<file path="src/rtl/core/csp_pkg.sv">
// ----------------------------------------------------------------------------
// csp_pkg
// Shared types, constants and helper functions of the circle segment
// pushback block.
// ----------------------------------------------------------------------------
package csp_pkg;

    localparam int COORD_WIDTH        = 24;
    localparam int RADIUS_WIDTH       = 16;
    localparam int FRAC_BITS_DEFAULT  = 8;
    localparam logic [RADIUS_WIDTH-1:0] RADIUS_RESET = 16'd2048;

    // projection fraction bits and square root fraction bits
    localparam int U_FRAC      = 24;
    localparam int SQRT_FRAC   = 6;

    // differences are scaled down so that products stay inside the datapath
    localparam int SCALE_SHIFT = (COORD_WIDTH > 28) ? COORD_WIDTH - 28 : 0;
    localparam int DIFF_W      = COORD_WIDTH + 1 - SCALE_SHIFT;

    function automatic int max_i(input int a, input int b);
        return (a > b) ? a : b;
    endfunction

    typedef struct packed {
        logic signed [COORD_WIDTH-1:0] centre_x;
        logic signed [COORD_WIDTH-1:0] centre_y;
        logic signed [COORD_WIDTH-1:0] start_x;
        logic signed [COORD_WIDTH-1:0] start_y;
        logic signed [COORD_WIDTH-1:0] end_x;
        logic signed [COORD_WIDTH-1:0] end_y;
        logic                          first_segment;
        logic                          last_segment;
    } in_t;

    typedef struct packed {
        logic signed [COORD_WIDTH-1:0] new_x;
        logic signed [COORD_WIDTH-1:0] new_y;
        logic                          pushed;
        logic                          entity_done;
    } out_t;

    typedef enum logic [4:0] {
        ST_IDLE,
        ST_LEN_XX,
        ST_LEN_YY,
        ST_DOT_X,
        ST_DOT_Y,
        ST_DOT_SUM,
        ST_TEST,
        ST_DIV_U,
        ST_FOOT_X,
        ST_FOOT_Y,
        ST_VEC_Y,
        ST_DIST_X,
        ST_DIST_Y,
        ST_RAD,
        ST_RAD_SUM,
        ST_HIT,
        ST_SQRT,
        ST_DEPTH,
        ST_CHECK,
        ST_PUSH_MX,
        ST_PUSH_DX,
        ST_DIV_X,
        ST_WRITE_X,
        ST_PUSH_MY,
        ST_PUSH_DY,
        ST_DIV_Y,
        ST_WRITE_Y,
        ST_FINISH
    } ctrl_state_t;

    typedef enum logic [3:0] {
        MUL_NONE,
        MUL_DXDX,
        MUL_DYDY,
        MUL_PXDX,
        MUL_PYDY,
        MUL_DXQ,
        MUL_DYQ,
        MUL_VXVX,
        MUL_VYVY,
        MUL_RSRS,
        MUL_MAGX_DEPTH,
        MUL_MAGY_DEPTH
    } mul_sel_t;

    typedef enum logic [3:0] {
        ACT_NONE,
        ACT_LEN_SET,
        ACT_LEN_ADD,
        ACT_DOT_SET,
        ACT_DOT_ADD,
        ACT_VX,
        ACT_VY,
        ACT_D2_SET,
        ACT_D2_ADD,
        ACT_RS2
    } act_t;

    typedef struct packed {
        logic     load;
        mul_sel_t mul_sel;
        act_t     act;
        logic     div_start_u;
        logic     div_start_p;
        logic     sqrt_start;
        logic     depth_calc;
        logic     write_x;
        logic     write_y;
        logic     finish;
    } cmd_t;

    typedef struct packed {
        logic test_ok;
        logic hit;
        logic depth_ok;
        logic div_busy;
        logic sqrt_busy;
        logic out_free;
    } status_t;

endpackage

</file>
<file path="src/rtl/core/csp_ctrl.sv">
// ----------------------------------------------------------------------------
// csp_ctrl
// Sequencer that steps the datapath through one segment transaction.
// ----------------------------------------------------------------------------
module csp_ctrl (
    input  logic              clk,
    input  logic              rst_n,
    input  logic              in_valid,
    output logic              in_stall,
    input  csp_pkg::status_t  status,
    output csp_pkg::cmd_t     cmd
);

    csp_pkg::ctrl_state_t state_reg;
    csp_pkg::ctrl_state_t state_next;

    always_ff @(posedge clk or negedge rst_n)
    begin
        if (!rst_n)
        begin
            state_reg <= csp_pkg::ST_IDLE;
        end
        else
        begin
            state_reg <= state_next;
        end
    end

    // next state
    always_comb
    begin
        state_next = state_reg;
        case (state_reg)
            csp_pkg::ST_IDLE:
            begin
                if (in_valid)
                begin
                    state_next = csp_pkg::ST_LEN_XX;
                end
            end
            csp_pkg::ST_LEN_XX:  state_next = csp_pkg::ST_LEN_YY;
            csp_pkg::ST_LEN_YY:  state_next = csp_pkg::ST_DOT_X;
            csp_pkg::ST_DOT_X:   state_next = csp_pkg::ST_DOT_Y;
            csp_pkg::ST_DOT_Y:   state_next = csp_pkg::ST_DOT_SUM;
            csp_pkg::ST_DOT_SUM: state_next = csp_pkg::ST_TEST;
            csp_pkg::ST_TEST:
            begin
                state_next = status.test_ok ? csp_pkg::ST_DIV_U : csp_pkg::ST_FINISH;
            end
            csp_pkg::ST_DIV_U:
            begin
                if (!status.div_busy)
                begin
                    state_next = csp_pkg::ST_FOOT_X;
                end
            end
            csp_pkg::ST_FOOT_X:  state_next = csp_pkg::ST_FOOT_Y;
            csp_pkg::ST_FOOT_Y:  state_next = csp_pkg::ST_VEC_Y;
            csp_pkg::ST_VEC_Y:   state_next = csp_pkg::ST_DIST_X;
            csp_pkg::ST_DIST_X:  state_next = csp_pkg::ST_DIST_Y;
            csp_pkg::ST_DIST_Y:  state_next = csp_pkg::ST_RAD;
            csp_pkg::ST_RAD:     state_next = csp_pkg::ST_RAD_SUM;
            csp_pkg::ST_RAD_SUM: state_next = csp_pkg::ST_HIT;
            csp_pkg::ST_HIT:
            begin
                state_next = status.hit ? csp_pkg::ST_SQRT : csp_pkg::ST_FINISH;
            end
            csp_pkg::ST_SQRT:
            begin
                if (!status.sqrt_busy)
                begin
                    state_next = csp_pkg::ST_DEPTH;
                end
            end
            csp_pkg::ST_DEPTH:   state_next = csp_pkg::ST_CHECK;
            csp_pkg::ST_CHECK:
            begin
                state_next = status.depth_ok ? csp_pkg::ST_PUSH_MX : csp_pkg::ST_FINISH;
            end
            csp_pkg::ST_PUSH_MX: state_next = csp_pkg::ST_PUSH_DX;
            csp_pkg::ST_PUSH_DX: state_next = csp_pkg::ST_DIV_X;
            csp_pkg::ST_DIV_X:
            begin
                if (!status.div_busy)
                begin
                    state_next = csp_pkg::ST_WRITE_X;
                end
            end
            csp_pkg::ST_WRITE_X: state_next = csp_pkg::ST_PUSH_MY;
            csp_pkg::ST_PUSH_MY: state_next = csp_pkg::ST_PUSH_DY;
            csp_pkg::ST_PUSH_DY: state_next = csp_pkg::ST_DIV_Y;
            csp_pkg::ST_DIV_Y:
            begin
                if (!status.div_busy)
                begin
                    state_next = csp_pkg::ST_WRITE_Y;
                end
            end
            csp_pkg::ST_WRITE_Y: state_next = csp_pkg::ST_FINISH;
            csp_pkg::ST_FINISH:
            begin
                if (status.out_free)
                begin
                    state_next = csp_pkg::ST_IDLE;
                end
            end
            default:             state_next = csp_pkg::ST_IDLE;
        endcase
    end

    // outputs
    always_comb
    begin
        cmd          = '0;
        cmd.mul_sel  = csp_pkg::MUL_NONE;
        cmd.act      = csp_pkg::ACT_NONE;
        in_stall     = 1'b1;
        case (state_reg)
            csp_pkg::ST_IDLE:
            begin
                in_stall = 1'b0;
                cmd.load = in_valid;
            end
            csp_pkg::ST_LEN_XX:
            begin
                cmd.mul_sel = csp_pkg::MUL_DXDX;
            end
            csp_pkg::ST_LEN_YY:
            begin
                cmd.mul_sel = csp_pkg::MUL_DYDY;
                cmd.act     = csp_pkg::ACT_LEN_SET;
            end
            csp_pkg::ST_DOT_X:
            begin
                cmd.mul_sel = csp_pkg::MUL_PXDX;
                cmd.act     = csp_pkg::ACT_LEN_ADD;
            end
            csp_pkg::ST_DOT_Y:
            begin
                cmd.mul_sel = csp_pkg::MUL_PYDY;
                cmd.act     = csp_pkg::ACT_DOT_SET;
            end
            csp_pkg::ST_DOT_SUM:
            begin
                cmd.act = csp_pkg::ACT_DOT_ADD;
            end
            csp_pkg::ST_TEST:
            begin
                cmd.div_start_u = status.test_ok;
            end
            csp_pkg::ST_FOOT_X:
            begin
                cmd.mul_sel = csp_pkg::MUL_DXQ;
            end
            csp_pkg::ST_FOOT_Y:
            begin
                cmd.mul_sel = csp_pkg::MUL_DYQ;
                cmd.act     = csp_pkg::ACT_VX;
            end
            csp_pkg::ST_VEC_Y:
            begin
                cmd.act = csp_pkg::ACT_VY;
            end
            csp_pkg::ST_DIST_X:
            begin
                cmd.mul_sel = csp_pkg::MUL_VXVX;
            end
            csp_pkg::ST_DIST_Y:
            begin
                cmd.mul_sel = csp_pkg::MUL_VYVY;
                cmd.act     = csp_pkg::ACT_D2_SET;
            end
            csp_pkg::ST_RAD:
            begin
                cmd.mul_sel = csp_pkg::MUL_RSRS;
                cmd.act     = csp_pkg::ACT_D2_ADD;
            end
            csp_pkg::ST_RAD_SUM:
            begin
                cmd.act = csp_pkg::ACT_RS2;
            end
            csp_pkg::ST_HIT:
            begin
                cmd.sqrt_start = status.hit;
            end
            csp_pkg::ST_DEPTH:
            begin
                cmd.depth_calc = 1'b1;
            end
            csp_pkg::ST_PUSH_MX:
            begin
                cmd.mul_sel = csp_pkg::MUL_MAGX_DEPTH;
            end
            csp_pkg::ST_PUSH_DX:
            begin
                cmd.div_start_p = 1'b1;
            end
            csp_pkg::ST_WRITE_X:
            begin
                cmd.write_x = 1'b1;
            end
            csp_pkg::ST_PUSH_MY:
            begin
                cmd.mul_sel = csp_pkg::MUL_MAGY_DEPTH;
            end
            csp_pkg::ST_PUSH_DY:
            begin
                cmd.div_start_p = 1'b1;
            end
            csp_pkg::ST_WRITE_Y:
            begin
                cmd.write_y = 1'b1;
            end
            csp_pkg::ST_FINISH:
            begin
                cmd.finish = status.out_free;
            end
            default:
            begin
            end
        endcase
    end

endmodule

</file>
<file path="config.mk">
export PLATFORM = sky130hd
export DESIGN_NAME = csp_ctrl
export DESIGN_NICKNAME = d
export VERILOG_FILES = /design/src/rtl/core/csp_pkg.sv /design/src/rtl/core/csp_ctrl.sv
export SDC_FILE = /design/constraint.sdc
export NUM_CORES = 1
export LEC_CHECK = 0
export BUFFER_PORTS_ARGS = -buffer_cell sky130_fd_sc_hd__buf_2
export CORE_MARGIN = 8
export CORE_UTILIZATION = 38
export CTS_CLUSTER_SIZE = 20
export DETAILED_ROUTE_END_ITERATION = 8
export GPL_ROUTABILITY_DRIVEN = 1
export PLACE_DENSITY_LB_ADDON = 0.05
export SLEW_MARGIN = 20
export SYNTH_ARGS = -nofsm -noshare
export SYNTH_HDL_FRONTEND = slang
export SYNTH_SLANG_ARGS = --single-unit
</file>
<file path="constraint.sdc">
create_clock -name clk -period 2.1 [get_ports clk]
set_clock_uncertainty 0.15 [all_clocks]
set_input_delay 0.105 -clock clk [delete_from_list [all_inputs] [get_ports clk]]
set_output_delay 0.105 -clock clk [all_outputs]
set_load 0.1 [all_outputs]
</file>
=== Word-level counts from Yosys, hierarchy flattened ===
Cells that the tools add are included.

* Register bits: 5
* Output and inout bits: 17
* Word-level logic and storage cells: 58

* Equality and inequality tests: 33
* Muxes and demuxes: 21
* Reductions and logical operators: 3

{| class="wikitable"
|+ Operator list
! kind !! count
|-
| one-hot mux 5 bit (28 select lines) || 1
|-
| == test 5 bit (second input constant) || 12
|-
| one-hot mux 4 bit (11 select lines) || 1
|-
| == test 5 x 4 -> 1 bit (second input constant) || 8
|-
| one-hot mux 4 bit (9 select lines) || 1
|-
| 2-to-1 mux 5 bit || 7
|-
| == test 5 x 3 -> 1 bit (second input constant) || 4
|-
| != test 2 bit (second input constant) || 6
|-
| == test 5 x 2 -> 1 bit (second input constant) || 2
|-
| 2-to-1 mux 1 bit || 9
|-
| 2-to-1 mux 4 bit || 2
|-
| AND reduction 6 bit || 1
|-
| == test 5 x 1 -> 1 bit (second input constant) || 1
|-
| zero test 5 bit || 1
|-
| OR reduction 2 bit || 1
|}

=== Longest topological paths before layout ===
Gate-level depths: netlist of the first run.

* Depth after elaboration: 3
* Mapped depth: 6
* Gate-level depth less buffers: 4

=== Least setup slack after synthesis of the first run ===
OpenSTA, ideal clock, no wires.

* Path kind: flip-flop to output port
* From: register state_reg[4]
* To: output port cmd[6] (netlist bit)
* Arrival: 3619 ps
* Data required time: 1845 ps
* Slack: -1774 ps
* Stages on the path, launching flop included: 4
* Path through: dfrtp_1 buf_6 clkbuf_1 nor4_1

{| class="wikitable"
|+ RTL lines
! item !! line !! RTL
|-
| from (decl) || csp_ctrl.sv:14 || <nowiki>csp_pkg::ctrl_state_t state_reg;</nowiki>
|-
| from (signal assigned) || csp_ctrl.sv:21 || <nowiki>state_reg <= csp_pkg::ST_IDLE;</nowiki>
|-
| from (signal assigned) || csp_ctrl.sv:25 || <nowiki>state_reg <= state_next;</nowiki>
|-
| to (decl) || csp_ctrl.sv:11 || <nowiki>output csp_pkg::cmd_t cmd</nowiki>
|}

==> results of run 1 <==
## stage by stage
stage / TNS (ns) / std cells / cell area, µm² / hold WS (ns)
detailed placement: 0 / 163 / 1250 / -0.220
global route: 0 / 168 / 1300 / 0.0575
global placement: 0 / 163 / 1250 / -0.221
finish: 0 / 168 / 1300 / 0.0531
floorplan: -0.410 / 108 / 843 / -0.341
CTS: 0 / 168 / 1290 / 0.0595
## worst reg2reg max path: stages, from the launching register on
cell      delay [ns]
dfrtp_1         0.48
buf_4           0.21
nor2_2          0.05
o2111a_2        0.20
or3_4           0.41
o31ai_1         0.32
## layout make-up
cell class                 count  area [µm²]  share of cell area
inverter                       4        15.0              0.0116
clock buffer                   4        26.3              0.0203
sequential                     5         128              0.0984
tap                           27        33.8              0.0260
timing repair buffer          40         454               0.350
multi-input combinational     88         641               0.494
## what timing repair did
item | CTS | global route
hold buffers | 1 | 0
gates resized for setup | 0 | 4
hold endpoints to repair | 5 | 0
buffers inserted | 0 | 0
setup endpoints to repair | 0 | 8
## cells by family (layout without fill, tap and decap cells)
| family | Yosys count | count (layout) |
|---|---|---|
| muxes | 2 | 2 |
| buffers and inverters | 15 | 48 |
| and+or+nand+nor | 49 | 49 |
| xor gates and xnor gates | 1 | 1 |
| AOI/OAI and AO/OA | 36 | 36 |
| DFF | 5 | 5 |
## metal layers
layer / global-route usage / part of all wire
met5: 0 / 0
met4: 0.0365 / 0.0089
met2: 0.252 / 0.47
met3: 0.0522 / 0.082
met1: 0.193 / 0.44
## final timing paths
kind                              start            to  cells after the start
max in group asynchronous         rst_n  state_reg[2]                      2
setup / recovery           state_reg[4]       cmd[14]                      4
hold / removal                    rst_n  state_reg[1]                      2
min in group clk              status[2]  state_reg[2]                      3
setup reg to reg           state_reg[1]  state_reg[0]                      5
hold reg to reg            state_reg[3]  state_reg[3]                      2
## layout by cell type (no fill, tap or decap), drive strengths merged, types with 2 or more instances in the layout
cell type,synthesis,routed
a21oi,8,8
a22o,2,2
buf,6,39
clkbuf,5,4
dfrtp,5,5
inv,4,4
mux2i,2,2
nand2,11,11
nand2b,7,7
nand3,2,2
nand3b,2,2
nor2,12,12
nor3,6,6
nor4,3,3
o21a,2,2
o21ai,4,4
o221ai,2,2
o22a,2,2
o22ai,3,3
o31ai,2,2
o32ai,2,2
==> metrics.cfg, run 1 <==
[run_status]
outcome = finished clean

[drt]
wl_mm = 2.80
vias = 989
drtPass1Iterations = 5
drcViolationCount = 0
ant_nets = 0
drt-vias-per-instance = 5.89
drtIter0Drc = 34
routedWlPerCell_um = 16.6

[setup_path]
end_kind = output pin
cp_slowest_cell = dfrtp_1
r2r_setup_slack_ns = 0.16
cp_max_fo = 8
path_class = flip-flop to output pin
path_buf_inv = 2
cpPeakStageDelay_ns = 0.49
path_delay_family = flip-flops
crit_arrival_ns = 1.74
cp-start-kind = flip-flop
path_cells = buf_4 > nand3b_1 > o22ai_2 > buf_12
cp_data_required_time_ns = 1.85

[timing]
slew_headroom = 0.675
worst_slack_ns = 0.101
drv_slew = 0
layout_min_cycle_time_ns = 2.00
setup-violations-final = 0
period_share = 0.952
rsz0062_at_grt = false
worst_slew_pin_slew_ns = 0.490
fmax_mhz = 500
hold_viol = 0

[synth]
synth_area_um2 = 779
synth-simple-area-share = 0.342
yosysTopAreaCell = dfrtp_1
syn_inst = 108
yosys_warnings = 0
synth_top_flop_cell = dfrtp_1
synthTopCellsByCount = nand2_1 (11), nor2_1 (11), a21oi_1 (8)
synthAdderAreaFrac = 0
muxShareOfSynthArea = 0.0257
synth_area_leaders = dfrtp_1 (16%), nand2b_1 (5.6%), nand2_1 (5.3%), nor2_1 (5.3%), a21oi_1 (5.1%)
syn_nets = 117
netlist.area_leader.share = 0.161
synth_edf_count = 0
synth_top_family_by_area = compound AO/OA/AOI/OAI gates
seq_area_frac_synth = 0.161
async_reset_ff_frac = 1.00
synthXorXnorAreaFrac = 0.0209
yosys.cell_types.count = 43
syn_avg_cell_area_um2 = 7.22
ys_ff_latch = 5
synth_compound_area_frac = 0.348

[die]
core_area_um2 = 1940
die_area_um2 = 3760
initial_core_util = 0.401
fp-row-count = 16
io-pin-count = 26
die_h_um = 61.3
fp.dieW_um = 61.3

[layout]
drive_gt1_frac = 0.475
largest_reg_flops = 5
fin_util = 0.668
nets = 151
nFillCells = 181
diodes = 0
syn_to_final_growth_pct = 66.5

[grt]
antenna_found_initial = 0
grt_overflow = 0
grt_pass1_wl_mm = 4.50
grt_max_degree = 13
track_usage = 0.156
grt_pass1_vias = 941

[clocking]
cts_tree = built
insertion_delay_ns = 0.25
cts-root-buf = clkbuf_4
cts.clk_slew.worst_paths_ns = 0.05
cts_buffers = 3
clk_path_buf_depth = 2
h-tree-depth = 1
clock-sinks = 5

[placement]
dp_slack_ns = 0.164
place.gp.congestion = 0.887
io_buffer_count = 25
dp_hpwl_mm = 2.21

[flow_run]
drv_cap = 0

[min_path]
hp-class = input pin to asynchronous set/reset pin

Power of run 1 is left out: the tool's default activity adds up to more than one toggle a clock period on the data nets, which glitch-free logic cannot reach.
==> run 2, diff against run 1 <==
clock period = 1.7 ns   (was 2.1 ns; I/O delays follow)
==> run 2 against run 1 <==
The run now fails in clock tree synthesis. Synthesized area unchanged. Synthesized cell count did not move.
==> metrics.cfg, run 2 <==
[placement]
place.gp.congestion = 0.924  ; +4.3%
dp_hpwl_mm = 2.49  ; +13%
io_buffer_count = 25  ; unchanged
dp_slack_ns = -0.123  ; -0.287 ns

[clocking]
ctsHoldBuffers = 1  ; unchanged
cts_buffers = 3  ; unchanged
cts_resized = 43  ; +43
clk_path_buf_depth = 2  ; unchanged
clock-sinks = 5  ; unchanged
cts-root-buf = clkbuf_4
h-tree-depth = 1  ; unchanged
post_cts_buffers = 16  ; +16

[synth]
yosysTopAreaCell = dfrtp_1
synth-simple-area-share = 0.342  ; unchanged
synthAdderAreaFrac = 0  ; unchanged
synth_edf_count = 0  ; unchanged
syn_nets = 117  ; unchanged
synth_compound_area_frac = 0.348  ; unchanged
yosys_warnings = 0  ; unchanged
syn_inst = 108  ; unchanged
async_reset_ff_frac = 1.00  ; unchanged
syn_avg_cell_area_um2 = 7.22  ; unchanged
seq_area_frac_synth = 0.161  ; unchanged
ys_ff_latch = 5  ; unchanged
synth_top_flop_cell = dfrtp_1
synth_top_family_by_area = compound AO/OA/AOI/OAI gates
synthXorXnorAreaFrac = 0.0209  ; unchanged
synthTopCellsByCount = nand2_1 (11), nor2_1 (11), a21oi_1 (8)
yosys.cell_types.count = 43  ; unchanged
synth_area_um2 = 779  ; unchanged
netlist.area_leader.share = 0.161  ; unchanged
muxShareOfSynthArea = 0.0257  ; unchanged
synth_area_leaders = dfrtp_1 (16%), nand2b_1 (5.6%), nand2_1 (5.3%), nor2_1 (5.3%), a21oi_1 (5.1%)

[die]
io-pin-count = 26  ; unchanged
die_h_um = 61.3  ; unchanged
fp-row-count = 16  ; unchanged
fp.dieW_um = 61.3  ; unchanged
initial_core_util = 0.401  ; unchanged

[run_status]
stop_error = [ERROR DPL-0033] detailed placement checks failed during check placement.
outcome = aborted with a tool error
stop_stage = clock tree synthesis

run 2: cell counts after synthesis:
No cell type changed its count.
run 2: through the flow:
| step | hold slack [ns] | std cells | instance area [µm²] |
|---|---|---|---|
| 2_1_floorplan | -0.361 | 108 | 1010 |
| 3_3_place_gp | -0.246 | 187 | 1600 |
| 3_5_place_dp | -0.246 | 187 | 1600 |
run 2: cells by family after synthesis:
kind of cell              count (synthesis)
AOI/OAI and AO/OA                        36
xor gates and xnor gates                  1
buffers and inverters                    15
DFF                                       5
muxes                                     2
and+or+nand+nor                          49
==> run 3, diff against run 2 <==
CORE_AREA = 8 8 69 71   (was not set)
CORE_MARGIN = not set   (was 8)
CORE_UTILIZATION = not set   (was 38)
CTS_CLUSTER_SIZE = not set   (was 20)
DIE_AREA = 0 0 77 79   (was not set)
PLACE_DENSITY_LB_ADDON = 0.15   (was 0.05)
clock period = 2.2 ns   (was 1.7 ns; I/O delays follow)
==> run 3 against run 2 <==
The run now ends clean.
==> metrics.cfg, run 3 (synthesized netlist as in run 1, its figures left out) <==
[placement]
place_area_um2 = 1220  ; -24%
io_buffer_count = 25  ; unchanged
dp_hpwl_mm = 2.16  ; -13%
place.gp.congestion = 0.899  ; -2.8%

[clocking]
clk_path_buf_depth = 2  ; unchanged
insertion_delay_ns = 0.22
cts-root-buf = clkbuf_8
cts.clk_slew.worst_paths_ns = 0.04
clock-sinks = 5  ; unchanged
cts_tree = built
cts_buffers = 3  ; unchanged
h-tree-depth = 1  ; unchanged
post_cts_buffers = 0  ; -16

[timing]
worst_slew_pin_slew_ns = 0.490
setup-violations-final = 0
hold_viol = 0
layout_min_cycle_time_ns = 2.10
timing.hold.ws_ns = 0.0883
drv_slew = 0
rsz0062_at_grt = false
period_share = 0.953
slew_headroom = 0.675
fmax_mhz = 477

[layout]
diodes = 0
final_cell_mix = buf_12 (13), buf_2 (12), nand2_1 (11), buf_4 (11), nor2_1 (10)
final_common_cell = buf_12
syn_to_final_growth_pct = 64.4
drive_gt1_frac = 0.406
nets = 148
design_area_um2 = 1280
largest_reg_flops = 5

[drt]
drtIter0Drc = 30
ant_nets = 0
routedWlPerCell_um = 14.3
drtPass1Iterations = 4
drcViolationCount = 0
vias = 942
drt-vias-per-instance = 5.01
wl_mm = 2.70

[setup_path]
crit_arrival_ns = 1.84
cp-start-kind = flip-flop
rr_startpoint = state_reg[1]
path_cells = buf_4 > nand2b_1 > a311oi_1 > o21a_1 > buf_12
end_kind = output pin
cp_max_fo = 11
cpPeakStageDelay_ns = 0.48
cp_slowest_cell = dfrtp_2
crit_start = state_reg[2]
cp_data_required_time_ns = 1.94
path_class = flip-flop to output pin

[grt]
track_usage = 0.0908
grt_max_degree = 15
grt_pass1_vias = 937
grt_pass1_wl_mm = 4.73
antenna_found_initial = 0
grt_overflow = 0

[die]
die_area_um2 = 6080
fp-row-count = 23  ; +7
core_area_um2 = 3800
initial_core_util = 0.205  ; -0.196
fp.dieW_um = 77  ; +26%
io-pin-count = 26  ; unchanged
die_h_um = 79  ; +29%

[flow_run]
drv_cap = 0

[min_path]
hp-class = input pin to asynchronous set/reset pin

[run_status]
outcome = finished clean

==> run 3: critical path, delay by kind of cell (launching register included) <==
kind,cells,cell delay (ns)
buffers and inverters,2,0.37
and+or+nand+nor,1,0.23
AOI/OAI and AO/OA,2,0.54
DFF,1,0.48
==> run 3: timing repair <==
item	CTS	global route
setup endpoints to repair	0	6
hold buffers	1	0
gates resized for setup	0	1
endpoints found under the hold margin	5	0
==> run 3: per-stage QoR <==
stage	util	worst slack [ns]	instances	setup TNS, ns
after floorplan	-	-0.542	108	-2.23
after global placement	0.322	0.312	183	0
after detailed placement	0.322	0.269	183	0
after CTS	0.337	0.0354	188	0
after global routing	0.337	0.0192	188	0
final	0.337	0.104	188	0
==> run 3: final timing paths <==
kind	slack (ns)	endpoint	cells after the start
min	0.09	state_reg[4]	2
min reg2reg	0.61	state_reg[2]	2
max in group asynchronous	1.67	state_reg[2]	2
max	0.10	cmd[9]	5
min in group clk	0.13	state_reg[2]	3
max reg2reg	0.33	state_reg[2]	5
==> run 3: area by class of cell <==
| class | count | area (µm²) |
|---|---|---|
| repair buffers | 37 | 413 |
| clock buffers | 4 | 45.0 |
| inverters | 4 | 15.0 |
| fillers | 418 | 2520 |
| well taps | 50 | 62.6 |
| flip-flops and latches | 5 | 126 |
| multi-input cells | 88 | 619 |
==> run 3: metal layers <==
| metal | up-vias | global-route usage | share of wire |
|---|---|---|---|
| li1 | 472 | - | - |
| met1 | 443 | 0.120 | 0.46 |
| met3 | 2 | 0.0169 | 0.040 |
| met5 | - | 0 | 0 |
| met4 | 0 | 0.0226 | 0.0045 |
| met2 | 25 | 0.149 | 0.49 |
Power of run 3 is left out for the same reason.
==> run 4, diff against run 3 <==
CTS_BUF_LIST = sky130_fd_sc_hd__clkbuf_16   (was not set)
==> run 4 against run 3 <==
Critical endpoint unchanged. Highest routed layer is now met3. Sequential cell count is the same. Wire length grew 0.37%. Die area is the same. First-iteration DRC count shrank 17%. Count of clock-buffer cells in the layout shrank 1.
==> metrics.cfg, run 4 (synthesized netlist as in run 1, its figures left out) <==
[run_status]
outcome = finished clean

[clocking]
clock-sinks = 5  ; unchanged
cts.clk_slew.worst_paths_ns = 0.03  ; about the same
cts_buffers = 3  ; unchanged
post_cts_buffers = 0  ; unchanged
cts-root-buf = clkbuf_16
insertion_delay_ns = 0.22  ; about the same
h-tree-depth = 1  ; unchanged
cts_tree = built
clk_path_buf_depth = 2  ; unchanged

[setup_path]
cpPeakStageDelay_ns = 0.48  ; about the same
path_cells = buf_4 > nand2b_1 > a311oi_1 > o21a_1 > buf_12
path_buf_inv = 2  ; unchanged
cp_slowest_cell = dfrtp_2
rr_startpoint = state_reg[3]
cp_max_fo = 11  ; unchanged
path_class = flip-flop to output pin
cp-start-kind = flip-flop
path_delay_family = compound AO/OA/AOI/OAI gates
r2r_setup_slack_ns = 0.33  ; about the same
cp_data_required_time_ns = 1.94  ; about the same
end_kind = output pin
crit_start = state_reg[2]
crit_arrival_ns = 1.84  ; about the same

[layout]
nFillCells = 415  ; -0.72%
final_cell_mix = buf_12 (13), buf_2 (12), nand2_1 (11), buf_4 (11), nor2_1 (10)
syn_to_final_growth_pct = 68.7
diodes = 0  ; unchanged
nets = 148  ; unchanged
final_common_cell = buf_12
design_area_um2 = 1320  ; +2.6%
drive_gt1_frac = 0.406  ; unchanged
largest_reg_flops = 5  ; unchanged

[drt]
drtPass1Iterations = 4  ; unchanged
drtIter0Drc = 25  ; -17%
ant_nets = 0  ; unchanged
routedWlPerCell_um = 14.4  ; +0.37%
drcViolationCount = 0  ; unchanged
drt-vias-per-instance = 4.94  ; -1.4%
wl_mm = 2.71  ; +0.37%
vias = 929  ; -1.4%

[flow_run]
drv_cap = 0  ; unchanged

[timing]
worst_slew_pin_slew_ns = 0.490  ; -0.000000358 ns
drv_slew = 0  ; unchanged
rsz0062_at_grt = false
hold_viol = 0  ; unchanged
layout_min_cycle_time_ns = 2.10  ; +0.00432 ns
setup-violations-final = 0  ; unchanged
period_share = 0.955  ; +0.00196
fmax_mhz = 476  ; -0.21%
slew_headroom = 0.675  ; unchanged

[die]
die_area_um2 = 6080  ; unchanged
core_area_um2 = 3800  ; unchanged
initial_core_util = 0.205  ; unchanged
fp-row-count = 23  ; unchanged
io-pin-count = 26  ; unchanged
die_h_um = 79  ; unchanged
fp.dieW_um = 77  ; unchanged

[placement]
io_buffer_count = 25  ; unchanged
dp_hpwl_mm = 2.16  ; unchanged
place_area_um2 = 1220  ; unchanged
place.gp.congestion = 0.899  ; unchanged

[grt]
grt_overflow = 0  ; unchanged
antenna_found_initial = 0  ; unchanged
grt_pass1_wl_mm = 4.73  ; unchanged
grt_pass1_vias = 928  ; -0.96%
track_usage = 0.0917  ; +0.000946
grt_max_degree = 15  ; unchanged

[min_path]
hp-class = input pin to asynchronous set/reset pin

-- run 4: final cells by class --
| class | count | area [µm²] | area share |
|---|---|---|---|
| clock buffers | 3 | 75.1 | 0.0571 |
| clock inverters | 1 | 3.75 | 0.00285 |
| inverters | 4 | 15.0 | 0.0114 |
| multi-input cells | 88 | 619 | 0.471 |
| flip-flops and latches | 5 | 126 | 0.0961 |
| well taps | 50 | 62.6 | 0.0476 |
| repair buffers | 37 | 413 | 0.314 |
-- run 4: per-layer routing --
layer  routed length [µm]  global-route usage
met2                 1340               0.149
met4                    0              0.0170
met3                  110              0.0237
met5                    0                   0
met1                 1260               0.121
-- run 4: timing repair --
| action | CTS | global route |
|---|---|---|
| endpoints found under the hold margin | 5 | 0 |
| hold buffers | 1 | 0 |
| endpoints found under the setup margin | 0 | 6 |
| gates resized for setup | 0 | 1 |
-- run 4: stage by stage --
stage | util | setup slack (ns) | TNS (ns) | hold WS (ns) | instances
global route | 0.346 | 0.0139 | 0 | 0.0862 | 188
CTS | 0.346 | 0.0288 | 0 | 0.0888 | 188
finish | 0.346 | 0.0996 | 0 | 0.0818 | 188
detailed placement | 0.322 | 0.269 | 0 | -0.221 | 183
floorplan | - | -0.542 | -2.23 | -0.336 | 108
global placement | 0.322 | 0.312 | 0 | -0.221 | 183
-- run 4: path summary, 6_finish.rpt --
kind	to	depth (start not counted)
worst max-delay path	cmd[9]	5
worst min-delay path	state_reg[4]	2
worst max register to register	state_reg[2]	4
worst min register to register	state_reg[2]	2
max in group asynchronous	state_reg[2]	2
min in group clk	state_reg[2]	3
Power of run 4 is left out for the same reason.
